<file path="config.mk">
export PLATFORM = sky130hd
export DESIGN_NAME = bmp_pixel_stream_decoder_top
export DESIGN_NICKNAME = d
export VERILOG_FILES = /design/src/hdl/bmpd_pkg.sv /design/src/hdl/bmpd_queue.sv /design/src/hdl/bmpd_engine.sv /design/src/hdl/bmp_pixel_stream_decoder_top.sv
export VERILOG_INCLUDE_DIRS = /design/src /design/src/hdl
export SDC_FILE = /design/constraint.sdc
export NUM_CORES = 1
export LEC_CHECK = 0
export ABC_AREA = 1
export BUFFER_PORTS_ARGS = -buffer_cell sky130_fd_sc_hd__buf_2
export CORE_MARGIN = 2
export CORE_UTILIZATION = 25
export CTS_BUF_LIST = sky130_fd_sc_hd__clkbuf_8
export CTS_CLUSTER_DIAMETER = 100
export DETAILED_ROUTE_END_ITERATION = 10
export GPL_TIMING_DRIVEN = 0
export HOLD_SLACK_MARGIN = 0.15
export PLACE_DENSITY_LB_ADDON = 0.15
export SYNTH_ARGS = -nofsm -noshare
export SYNTH_HDL_FRONTEND = slang
export SYNTH_SLANG_ARGS = --single-unit
</file>
<file path="constraint.sdc">
create_clock -name clk -period 8.5 [get_ports clk]
set_clock_uncertainty 0.1 [all_clocks]
set_input_delay 2.55 -clock clk [delete_from_list [all_inputs] [get_ports clk]]
set_output_delay 2.55 -clock clk [all_outputs]
set_load 0.005 [all_outputs]
</file>
<file path="src/hdl/bmp_pixel_stream_decoder_top_macros.svh">
// Assertion macros for the pixel stream decoder.
`ifndef BMP_PIXEL_STREAM_DECODER_TOP_MACROS_SVH
`define BMP_PIXEL_STREAM_DECODER_TOP_MACROS_SVH

`ifndef SYNTHESIS
`define BMPD_ASSERT_IMP(name, clk, rst, ante, cons) \
  name: assert property (@(posedge clk) disable iff (rst) (ante) |-> (cons)) \
    else $error("bmpd: same-cycle check failed");
`define BMPD_ASSERT_NXT(name, clk, rst, ante, cons) \
  name: assert property (@(posedge clk) disable iff (rst) (ante) |=> (cons)) \
    else $error("bmpd: next-cycle check failed");
`else
`define BMPD_ASSERT_IMP(name, clk, rst, ante, cons)
`define BMPD_ASSERT_NXT(name, clk, rst, ante, cons)
`endif

`endif

</file>
<file path="src/hdl/bmpd_pkg.sv">
package bmpd_pkg;

  localparam int COORD_BITS_DEFAULT  = 16;
  localparam int QUEUE_DEPTH_DEFAULT = 2;

  localparam int CFG_INDEX_BITS = 2;
  localparam int CFG_DATA_BITS  = 16;

  localparam int ROW_BITS = 16;
  localparam int COL_BITS = 17;

  localparam logic [CFG_INDEX_BITS-1:0] REG_DECODE_MODE  = 2'd0;
  localparam logic [CFG_INDEX_BITS-1:0] REG_IMAGE_WIDTH  = 2'd1;
  localparam logic [CFG_INDEX_BITS-1:0] REG_IMAGE_HEIGHT = 2'd2;

  localparam logic [7:0] ESC_END_OF_LINE    = 8'd0;
  localparam logic [7:0] ESC_END_OF_PICTURE = 8'd1;
  localparam logic [7:0] ESC_DELTA          = 8'd2;

  localparam logic [7:0] NIBBLE_MASK = 8'd15;

  typedef enum logic [1:0] {
    MODE_RAW8 = 2'd0,
    MODE_RAW4 = 2'd1,
    MODE_RLE8 = 2'd2,
    MODE_RLE4 = 2'd3
  } mode_t;

  typedef enum logic [4:0] {
    PH_CMD = 5'b00001,
    PH_VAL = 5'b00010,
    PH_DX  = 5'b00100,
    PH_DY  = 5'b01000,
    PH_ABS = 5'b10000
  } phase_t;

  typedef struct packed {
    logic                      valid;
    logic [CFG_INDEX_BITS-1:0] index;
    logic [CFG_DATA_BITS-1:0]  data;
  } cfg_wr_t;

  typedef struct packed {
    logic [ROW_BITS-1:0] row;
    logic [COL_BITS-1:0] col_start;
    logic [7:0]          run_length;
    logic [7:0]          pixel_first;
    logic [7:0]          pixel_second;
    logic                clipped;
    logic                picture_done;
  } res_t;

endpackage

</file>
<file path="src/hdl/bmpd_queue.sv">
module bmpd_queue import bmpd_pkg::*; #(
  parameter int DEPTH = QUEUE_DEPTH_DEFAULT
) (
  input  logic       clk,
  input  logic       rst,
  input  logic       push_valid,
  output logic       push_ready,
  input  logic [7:0] push_data,
  output logic       pop_valid,
  input  logic       pop_ready,
  output logic [7:0] pop_data
);

  localparam int PTR_W = (DEPTH > 1) ? $clog2(DEPTH) : 1;
  localparam int CNT_W = $clog2(DEPTH + 1);

  logic [7:0]       slots [DEPTH];
  logic [PTR_W-1:0] wr_ptr;
  logic [PTR_W-1:0] rd_ptr;
  logic [CNT_W-1:0] count;
  logic             push;
  logic             pop;

  assign push_ready = (count != CNT_W'(DEPTH));
  assign pop_valid  = (count != '0);
  assign pop_data   = slots[rd_ptr];
  assign push       = push_valid && push_ready;
  assign pop        = pop_valid && pop_ready;

  always_ff @(posedge clk) begin
    if (push) begin
      slots[wr_ptr] <= push_data;
    end
  end

  always_ff @(posedge clk) begin
    if (rst) begin
      wr_ptr <= '0;
      rd_ptr <= '0;
      count  <= '0;
    end else begin
      if (push) begin
        wr_ptr <= (wr_ptr == PTR_W'(DEPTH - 1)) ? '0 : wr_ptr + PTR_W'(1);
      end
      if (pop) begin
        rd_ptr <= (rd_ptr == PTR_W'(DEPTH - 1)) ? '0 : rd_ptr + PTR_W'(1);
      end
      if (push && !pop) begin
        count <= count + CNT_W'(1);
      end else if (pop && !push) begin
        count <= count - CNT_W'(1);
      end
    end
  end

endmodule

</file>
<file path="src/hdl/bmpd_engine.sv">
module bmpd_engine import bmpd_pkg::*; #(
  parameter int COORD_BITS = COORD_BITS_DEFAULT
) (
  input  logic       clk,
  input  logic       rst,
  input  cfg_wr_t    cfg,
  input  logic       byte_valid,
  output logic       byte_ready,
  input  logic [7:0] byte_data,
  output logic       result_valid,
  input  logic       result_ready,
  output res_t       result
);

  localparam int COL_W  = COORD_BITS + 1;
  localparam int ROW_W  = COORD_BITS + 1;
  localparam int DIFF_W = COORD_BITS + 2;

  mode_t                    mode;
  logic [COORD_BITS-1:0]    width_reg;
  logic [COORD_BITS-1:0]    height_reg;

  phase_t                   phase, phase_next;
  logic [COL_W-1:0]         column, column_next;
  logic signed [ROW_W-1:0]  row_pos, row_next;
  logic [7:0]               remaining, remaining_next;
  logic [7:0]               held, held_next;
  logic                     group, group_next;
  logic [COORD_BITS-1:0]    byte_idx, byte_idx_next;
  logic                     finished, finished_next;

  logic [COORD_BITS-1:0]    w_eff;
  logic [COORD_BITS-1:0]    h_eff;
  logic [COORD_BITS-1:0]    h_new;
  logic [COORD_BITS-1:0]    h_new_eff;
  logic [COORD_BITS-1:0]    last_byte;
  logic [COL_W-1:0]         pair_col;
  logic                     cfg_listed;
  logic                     step;
  logic                     rle4;
  logic [7:0]               hi_nib;
  logic [7:0]               lo_nib;

  logic [7:0]               len;
  logic [COL_W-1:0]         col;
  logic [7:0]               pa;
  logic [7:0]               pb;
  logic                     done;
  logic                     eol_req;
  logic                     cmd_end;
  logic                     eol;
  logic signed [DIFF_W-1:0] dy_diff;
  logic                     row_clip;
  logic                     col_clip;
  logic                     emit;
  res_t                     res_next;

  assign w_eff     = (width_reg == '0) ? COORD_BITS'(1) : width_reg;
  assign h_eff     = (height_reg == '0) ? COORD_BITS'(1) : height_reg;
  assign h_new     = (cfg.index == REG_IMAGE_HEIGHT) ? cfg.data[COORD_BITS-1:0] : height_reg;
  assign h_new_eff = (h_new == '0) ? COORD_BITS'(1) : h_new;
  assign last_byte = (mode == MODE_RAW8) ? ((w_eff - COORD_BITS'(1)) | COORD_BITS'(3))
                                         : (((w_eff - COORD_BITS'(1)) >> 1) | COORD_BITS'(3));
  assign pair_col  = {byte_idx, 1'b0};
  assign cfg_listed = (cfg.index == REG_DECODE_MODE) || (cfg.index == REG_IMAGE_WIDTH) ||
                      (cfg.index == REG_IMAGE_HEIGHT);
  assign byte_ready = !result_valid || result_ready;
  assign step       = byte_valid && byte_ready;
  assign rle4       = (mode == MODE_RLE4);
  assign hi_nib     = {4'b0000, byte_data[7:4]};
  assign lo_nib     = byte_data & NIBBLE_MASK;

  always_comb begin
    phase_next     = phase;
    column_next    = column;
    row_next       = row_pos;
    remaining_next = remaining;
    held_next      = held;
    group_next     = group;
    byte_idx_next  = byte_idx;
    finished_next  = finished;
    len     = '0;
    col     = '0;
    pa      = '0;
    pb      = '0;
    done    = 1'b0;
    eol_req = 1'b0;
    cmd_end = 1'b0;
    dy_diff = DIFF_W'(row_pos) - DIFF_W'($signed({1'b0, byte_data}));

    if (!finished) begin
      unique case (mode) inside
        MODE_RAW8, MODE_RAW4: begin
          if (mode == MODE_RAW8) begin
            if (byte_idx < w_eff) begin
              len = 8'd1;
              col = COL_W'(byte_idx);
              pa  = byte_data;
              pb  = byte_data;
            end
          end else begin
            if (pair_col < COL_W'(w_eff)) begin
              len = ((pair_col + COL_W'(1)) < COL_W'(w_eff)) ? 8'd2 : 8'd1;
              col = pair_col;
              pa  = hi_nib;
              pb  = lo_nib;
            end
          end
          if (byte_idx >= last_byte) begin
            byte_idx_next = '0;
            eol_req       = 1'b1;
          end else begin
            byte_idx_next = byte_idx + COORD_BITS'(1);
          end
        end
        MODE_RLE8, MODE_RLE4: begin
          unique case (phase)
            PH_CMD: begin
              held_next  = byte_data;
              phase_next = PH_VAL;
            end
            PH_VAL: begin
              phase_next = PH_CMD;
              if (held != 8'd0) begin
                len         = held;
                col         = column;
                pa          = rle4 ? hi_nib : byte_data;
                pb          = rle4 ? lo_nib : byte_data;
                column_next = column + COL_W'(held);
                cmd_end     = 1'b1;
              end else if (byte_data == ESC_END_OF_LINE) begin
                eol_req = 1'b1;
              end else if (byte_data == ESC_END_OF_PICTURE) begin
                finished_next = 1'b1;
                done          = 1'b1;
              end else if (byte_data == ESC_DELTA) begin
                phase_next = PH_DX;
              end else begin
                remaining_next = byte_data;
                group_next     = 1'b0;
                phase_next     = PH_ABS;
              end
            end
            PH_DX: begin
              column_next = column + COL_W'(byte_data);
              phase_next  = PH_DY;
            end
            PH_DY: begin
              row_next   = (dy_diff < -1) ? '1 : ROW_W'(dy_diff);
              phase_next = PH_CMD;
              cmd_end    = 1'b1;
            end
            PH_ABS: begin
              if (remaining != 8'd0) begin
                len = (rle4 && remaining != 8'd1) ? 8'd2 : 8'd1;
                col = column;
                pa  = rle4 ? hi_nib : byte_data;
                pb  = rle4 ? lo_nib : byte_data;
                column_next    = column + COL_W'(len);
                remaining_next = remaining - len;
              end
              group_next = !group;
              if (remaining_next == 8'd0 && group) begin
                phase_next = PH_CMD;
                cmd_end    = 1'b1;
              end
            end
            default: begin
              phase_next = PH_CMD;
            end
          endcase
        end
        default: begin
          phase_next = PH_CMD;
        end
      endcase
    end

    eol = eol_req || (cmd_end && (column_next > COL_W'(w_eff)));
    if (eol) begin
      column_next = '0;
      if (row_next > 0) begin
        row_next = row_next - ROW_W'(1);
      end else begin
        row_next      = '1;
        finished_next = 1'b1;
        done          = 1'b1;
      end
    end
  end

  assign row_clip = row_pos[ROW_W-1] || (row_pos[COORD_BITS-1:0] >= h_eff);
  assign col_clip = ((COL_W+1)'(col) + (COL_W+1)'(len)) > (COL_W+1)'(w_eff);
  assign emit     = !finished && ((len != 8'd0) || done);

  always_comb begin
    if (len != 8'd0) begin
      res_next.row          = ROW_BITS'(row_clip ? (h_eff - COORD_BITS'(1))
                                                 : row_pos[COORD_BITS-1:0]);
      res_next.col_start    = COL_BITS'(col);
      res_next.run_length   = len;
      res_next.pixel_first  = pa;
      res_next.pixel_second = pb;
      res_next.clipped      = row_clip || col_clip;
      res_next.picture_done = done;
    end else begin
      res_next              = '0;
      res_next.picture_done = 1'b1;
    end
  end

  always_ff @(posedge clk) begin
    if (rst) begin
      mode       <= MODE_RAW8;
      width_reg  <= COORD_BITS'(1);
      height_reg <= COORD_BITS'(1);
      phase      <= PH_CMD;
      column     <= '0;
      row_pos    <= '0;
      remaining  <= '0;
      held       <= '0;
      group      <= 1'b0;
      byte_idx   <= '0;
      finished   <= 1'b0;
    end else if (cfg.valid) begin
      unique case (cfg.index)
        REG_DECODE_MODE:  mode       <= mode_t'(cfg.data[1:0]);
        REG_IMAGE_WIDTH:  width_reg  <= cfg.data[COORD_BITS-1:0];
        REG_IMAGE_HEIGHT: height_reg <= cfg.data[COORD_BITS-1:0];
        default: ;
      endcase
      if (cfg_listed) begin
        phase     <= PH_CMD;
        column    <= '0;
        row_pos   <= {1'b0, h_new_eff - COORD_BITS'(1)};
        remaining <= '0;
        held      <= '0;
        group     <= 1'b0;
        byte_idx  <= '0;
        finished  <= 1'b0;
      end
    end else if (step) begin
      phase     <= phase_next;
      column    <= column_next;
      row_pos   <= row_next;
      remaining <= remaining_next;
      held      <= held_next;
      group     <= group_next;
      byte_idx  <= byte_idx_next;
      finished  <= finished_next;
    end
  end

  always_ff @(posedge clk) begin
    if (rst) begin
      result_valid <= 1'b0;
    end else if (byte_ready) begin
      result_valid <= step && emit;
    end
  end

  always_ff @(posedge clk) begin
    if (step && emit) begin
      result <= res_next;
    end
  end

endmodule

</file>
<file path="src/hdl/bmp_pixel_stream_decoder_top.sv">
// Channel   Handshake                  Payload
// stream    stream_valid/stream_ready  stream_byte
// result    result_valid/result_ready  row, col_start, run_length, pixel_first,
//                                      pixel_second, clipped, picture_done
// cfg       cfg_valid/cfg_ready        cfg_index, cfg_data
//
// One byte per cycle sustained while results are drained; the decode stage decodes
// each queued byte as it takes it and registers any result in the output register.
// The decode stage advances whenever the output register is empty or being drained.
// Reset and any write to a listed register return decoding to row height-1, column 0.
// A stalled result holds; the byte queue keeps taking input until it is full.
`include "bmp_pixel_stream_decoder_top_macros.svh"

module bmp_pixel_stream_decoder_top import bmpd_pkg::*; #(
  parameter int COORD_BITS  = COORD_BITS_DEFAULT,
  parameter int QUEUE_DEPTH = QUEUE_DEPTH_DEFAULT
) (
  input  logic                      clk,
  input  logic                      rst,
  input  logic                      stream_valid,
  output logic                      stream_ready,
  input  logic [7:0]                stream_byte,
  output logic                      result_valid,
  input  logic                      result_ready,
  output logic [ROW_BITS-1:0]       row,
  output logic [COL_BITS-1:0]       col_start,
  output logic [7:0]                run_length,
  output logic [7:0]                pixel_first,
  output logic [7:0]                pixel_second,
  output logic                      clipped,
  output logic                      picture_done,
  input  logic                      cfg_valid,
  output logic                      cfg_ready,
  input  logic [CFG_INDEX_BITS-1:0] cfg_index,
  input  logic [CFG_DATA_BITS-1:0]  cfg_data
);

  cfg_wr_t    cfg;
  logic       q_valid;
  logic       q_ready;
  logic [7:0] q_data;
  res_t       res;
  logic       empty_run;
  logic       completion_clean;
  logic       result_take;

  assign cfg_ready = 1'b1;
  assign cfg.valid = cfg_valid;
  assign cfg.index = cfg_index;
  assign cfg.data  = cfg_data;

  bmpd_queue #(
    .DEPTH (QUEUE_DEPTH)
  ) u_queue (
    .clk        (clk),
    .rst        (rst),
    .push_valid (stream_valid),
    .push_ready (stream_ready),
    .push_data  (stream_byte),
    .pop_valid  (q_valid),
    .pop_ready  (q_ready),
    .pop_data   (q_data)
  );

  bmpd_engine #(
    .COORD_BITS (COORD_BITS)
  ) u_engine (
    .clk          (clk),
    .rst          (rst),
    .cfg          (cfg),
    .byte_valid   (q_valid),
    .byte_ready   (q_ready),
    .byte_data    (q_data),
    .result_valid (result_valid),
    .result_ready (result_ready),
    .result       (res)
  );

  assign row          = res.row;
  assign col_start    = res.col_start;
  assign run_length   = res.run_length;
  assign pixel_first  = res.pixel_first;
  assign pixel_second = res.pixel_second;
  assign clipped      = res.clipped;
  assign picture_done = res.picture_done;

  assign empty_run        = result_valid && (run_length == 8'd0);
  assign completion_clean = picture_done && (row == '0) && (col_start == '0) && !clipped &&
                            (pixel_first == 8'd0) && (pixel_second == 8'd0);
  assign result_take      = result_valid && result_ready;

  `BMPD_ASSERT_IMP(a_empty_run_is_completion, clk, rst, empty_run, completion_clean)
  `BMPD_ASSERT_IMP(a_full_queue_feeds_engine, clk, rst, !stream_ready, q_valid)
  `BMPD_ASSERT_NXT(a_silent_after_picture, clk, rst, result_take && picture_done, !result_valid)

endmodule

</file>
Yosys cells after proc, flatten, opt, wreduce, memory -nomap -nowiden
Memory sizes are Yosys's and may differ from the RTL's. A register that Yosys moved wholly into a read port is not among the register bits. Cells that the tools add are included. Widths: inputs -> output; s select.

Flip-flop bits (word level): 171. RAM bits: 16. Input bits: 31. Output and inout bits: 62. Logic and storage cells: 254. Memories kept: 1.

Memory list: u_queue.slots (words 2, width 8, rd ports 1, clocked after Yosys merged registers in 1, wr ports 1, line bmpd_queue.sv:17) `logic [7:0] slots [DEPTH];`.

$add $sub $neg: 16. Magnitude comparators: 9. Equal/unequal tests: 22. Multiplexer cells: 135. Bitwise operators: 1. Reduce and logical (&&, ||, !) cells: 48.

Operators by type and width (count): $mux 17 (22); $mux 8 (32); $mux 16 (13); $pmux 8 s2 (7); $pmux 17 s2 (2); $add 17x8->17 (3); $pmux 17 s3 (1); $logic_not 16->1 (3); $sub 16x1->16 const B (3); $mux 5 (9); $mux 1 (38); $lt 17x16->1 (2); $ge 16x16->1 (2); $reduce_bool 8->1 (3); $pmux 5 s4 (1); $add 17x8->18 (1); $gt 18x16->1 (1); $lt 18x1->1 const B (1); $sub 17x9->18 (1); $add 17x1->17 const B (1); $gt 17x1->1 const B (1); $gt 17x16->1 (1); $sub 17x2->17 const B (1); $add 16x1->16 const B (1); 37 further kinds (81).

Longest topological paths before layout
Word-level depth: 20. Gate-level depth with buffers: 43. Mapped depth without buffers: 43.

Cells and area by module
A second synthesis with hierarchy kept.

Cell total of the unflattened synthesis: 2349. Area total of the unflattened synthesis: 15867.7 um2.

By module, submodules not included: bmpd_engine (instances 1, cells an instance 2285, area each 15030.7 um2, sequential area each 3813.7 um2); bmpd_queue (instances 1, cells an instance 62, area each 825.8 um2, sequential area each 580.6 um2); bmp_pixel_stream_decoder_top (instances 1, cells an instance 2, area each 11.3 um2, sequential area each 0.0 um2).

Worst setup path before layout
Ideal clock, no wire load.

Path type: flip-flop to flip-flop. Start point: register (tool-made name). End point: register u_engine.result[0] (netlist name) (enable). Library setup time: 409 ps. Arrival time: 4980 ps. Required time: 7991 ps. Slack: 3010 ps. Cell stages (with the launch flop): 34. Buffers on the path: 1. Period minus slack after synthesis: 5490 ps. Cell sequence: dfxtp_1 -> o21ai_0 -> inv_1 -> ha_1 -> fa_1 -> nand2_1 -> inv_1 -> nand2_1 -> a21oi_1 -> or2_2 -> o21ai_0 -> nand3_1 -> a21oi_1 -> a21oi_1 -> ha_1 -> nand2_1 -> nor2_1 -> nand3b_1 -> nand4_1 -> nand2_1 -> nand2_1 -> nand2_1 -> nand2_1 -> nand2_1 -> nand2_1 -> nand2_1 -> nand2_1 -> nand2_1 -> nand2_4 -> nand2_2 -> buf_6 -> nand3_2 -> nand2_2 -> inv_1.

RTL lines: end signal, assigned (line bmpd_engine.sv:264) `result <= res_next;`; end, declared (line bmpd_engine.sv:12) `output res_t result`.

Worst setup path in the final report
Start point: register u_engine.width_reg[14]. End point: register u_engine.result[1] (netlist name), data pin.

Elaborated cells between the ends (all ways): 20. Classes of those cells: 1 x add/sub; 4 x order compare; 12 x mux; 3 x reduce/logical.

RTL lines: start, declared (line bmpd_engine.sv:20) `logic [COORD_BITS-1:0] width_reg;`; start signal, assigned (line bmpd_engine.sv:228) `REG_IMAGE_WIDTH: width_reg <= cfg.data[COORD_BITS-1:0];`; $logic_not 16->1 (line bmpd_engine.sv:58) `assign w_eff = (width_reg == '0) ? COORD_BITS'(1) : width_reg;`; $mux 16 (*) (line bmpd_engine.sv:58); $lt 17x16->1 or $lt 16x16->1 (tied branches) (line bmpd_engine.sv:102, bmpd_engine.sv:95); $mux 17 or $mux 16 (tied branches) (line bmpd_engine.sv:102, bmpd_engine.sv:95); $mux 17 (*) (line bmpd_engine.sv:94) `if (mode == MODE_RAW8) begin`; $pmux 17 s2 (*) (line bmpd_engine.sv:92) `unique case (mode) inside`; $mux 17 (*) (line bmpd_engine.sv:91) `if (!finished) begin`; net u_engine.col[1] (line bmpd_engine.sv:45) `logic [COL_W-1:0] col;`; $add 17x8->18 (*) (line bmpd_engine.sv:193) `assign col_clip = ((COL_W+1)'(col) + (COL_W+1)'(len)) > (COL_W+1)'(w_eff);`; $gt 18x16->1 (*) (line bmpd_engine.sv:193); $logic_or 1x1->1 (*) (line bmpd_engine.sv:204) `res_next.clipped = row_clip || col_clip;`.

The timed path passes the listed nets; every way through them passes the cells marked *. A chain may end at the register's enable or synchronous reset.

==> impl_metrics.ini <==
[outcome]
status = finished clean

[global_route]
grt.total_usage_pct = 19.3
grt_pass1_wl_um = 97800
antenna_found_initial = 2
grt_remaining_overflow = 0
grt_start_max_net_pins = 56
grt_pass1_vias = 16232

[min_path]
worstHoldPathType = reg -> reg
hold_start = u_queue.rd_ptr
hold_path_depth = 1
holdPathEnd = u_queue.rd_ptr

[power]
ir_worst_vdd_mv = 0.160
p_per_area_mw_per_mm2 = 212
p_leak_nw = 8.27

[detailed_routing]
drc = 0
m1WireLength_um = 32100
vias = 16787
vias_per_cell = 4.92
routed_wirelength_um = 64300
highest_layer = met5
route.met2.wl_um = 27700
dr_wl_met3_um = 3140
ant_nets = 0
drt_first_pass_iters = 5
wire_per_inst_um = 18.9
drt-initial-drc-count = 1243

[clock_network]
path_clk_slew_ns = 0.14
clock_latency_ns = 0.59
cts_made_buffers = 17
cts_hold_buf = 0
clkSinkCount = 184
htree_levels = 4
cts_tree = done
cts_setup_buffers = 0
cts-root-buf = clkbuf_8
cts_buffer_depth = 2
cts-resized-gates = 0

[cells_and_area]
drive_gt1_share_pct = 10.1
nNetsFinal = 2712
area_growth_pct = 11.9
largest-register = u_engine.result
fin_cells = 3409
fin_util_pct = 28.2
reg.largest.list = u_engine.result x55, u_engine.column x17, u_engine.row_pos x17
largest_register_ffs = 55

[setup_path]
r2r_slack_ns = 0.88
worst-path-stages = 33
crit_arrival_ns = 7.85
start_kind = flop
crit-reg2reg-launch = u_engine.width_reg[14]
required_ns = 8.74
crit_type = reg -> reg
crit_fanout = 10
path_delay_family = compound AO/OA/AOI/OAI gates
end_kind = flop
crit_top_cell = nor2_1
rr_endpoint = u_engine.result[1]
path_buf_inv = 3
cpMaxStageDelayCell = a211oi_4
rr_worst_depth = 33
critPathMaxStageDelay_ns = 0.71

[synthesis]
synth_nets = 2604
synthCells = 2432
synth_warnings = 0
yosys_register_bits = 184
async_reset_ff_share_pct = 0
yosysUniqueCellTypes = 68
ys_seq_area_share_pct = 27.1
synth_edf_count = 71
netlist_area_mm2 = 0.0162
avgSynthCellArea_um2 = 6.67
ys.flop_type = dfxtp_1

[floorplan]
dieHeight_um = 259
start_util_pct = 25.2
ioPinCount = 93
die_x_um = 259
die_area_mm2 = 0.0669
row_count = 93
coreArea_mm2 = 0.0643

[sta]
worst_slew_pin_slew_ns = 0.997
rsz0062_at_grt = false
final.period_utilization_pct = 89.6
fmax_ghz = 0.131
slew_viol_final = 0
hold_viol = 0
period_needed_ns = 7.62
finalSetupViolations = 0
setup_tns_ns = 0
fin_ws_ns = 0.885
slew_headroom_pct = 33.5

[placement]
io_buffers = 89
place_ws_ns = 1.05
dp.cells = 3376
hpwlAfterDp_um = 52300
place_congestion = 0.896

[flow_run]
timing.max_cap.violations = 0
-- final cells by class --
class	instances	area, µm²
flip-flops and latches	184	4390
diodes	1	2.50
well taps	855	1070
clock inverters	15	178
plain buffers	84	389
inverters	356	1340
fillers	7155	46200
repair buffers	89	445
clock buffers	17	234
multi-input cells	1808	10100
-- worst max path at each step --
stage / startpoint / to
after floorplan: flop / u_engine.result[0]
after global placement: u_engine.mode[1] / u_engine.result[38]
after detailed placement: u_engine.width_reg[14] / u_engine.result[1]
after CTS: u_engine.width_reg[14] / u_engine.result[1]
after global routing: u_engine.width_reg[14] / u_engine.result[1]
final: u_engine.width_reg[14] / u_engine.result[1]
-- cells in the mapped netlist, types with 19 or more instances --
library cell / count / area (µm²)
nand2_1: 513 / 1930
inv_1: 335 / 1260
nor2_1: 229 / 860
a21oi_1: 214 / 1070
o21ai_0: 177 / 886
nand3_1: 142 / 711
ha_1: 135 / 1690
dfxtp_1: 113 / 2260
edfxtp_1: 71 / 2130
clkbuf_1: 50 / 188
nand4_1: 46 / 288
nor3_1: 46 / 230
xor2_1: 41 / 359
a31oi_1: 27 / 169
nand2_2: 27 / 169
o211ai_1: 20 / 150
inv_2: 19 / 71.3
-- per-layer routing --
layer | GRT usage (%) | vias up
li1 | - | 8385
met1 | 27.5 | 7896
met2 | 29.7 | 435
met3 | 2.96 | 69
met4 | 5.91 | 2
met5 | 0 | -
-- placed cells by master, fill, tap and decap left out, drive strengths merged, types with 5 or more instances in the layout --
cell type	netlist	layout
nand2	544	544
inv	355	363
nor2	246	246
a21oi	225	225
o21ai	190	190
nand3	152	152
ha	135	135
buf	32	121
dfxtp	113	113
edfxtp	71	71
clkbuf	52	69
nor3	51	51
nand4	46	46
xor2	41	41
a31oi	27	27
o211ai	20	20
a211oi	19	19
o22ai	18	18
nor4	11	11
xnor2	9	9
o21a	8	8
or2	8	8
clkinv	1	8
fa	6	6
nand3b	5	5
-- through the flow --
step | cell area (µm²) | hold slack, ns | total power [W]
after floorplan | 16200 | 0.326 | 0.00250
after global placement | 17700 | 0.338 | 0.00319
after detailed placement | 17700 | 0.344 | 0.00319
after CTS | 18200 | 0.363 | 0.00389
after global routing | 18200 | 0.416 | 0.00415
final | 18200 | 0.365 | 0.00384
-- power by group --
group / internal (W) / switching, W
Combinational: 0.000569 / 0.00132
Clock: 0.000226 / 0.000445
Sequential: 0.00116 / 0.000125
-- logic make-up after synthesis --
kind of cell,share of synthesized area (%)
buffers and inverters,10.7
AND/OR/NAND/NOR,29.1
AO/OA/AOI/OAI,19.3
other,0.0231
XOR/XNOR,2.70
flip-flops,27.1
adder cells (fa/ha/maj),11.2
No activity file was read; power rests on OpenSTA's default activity.
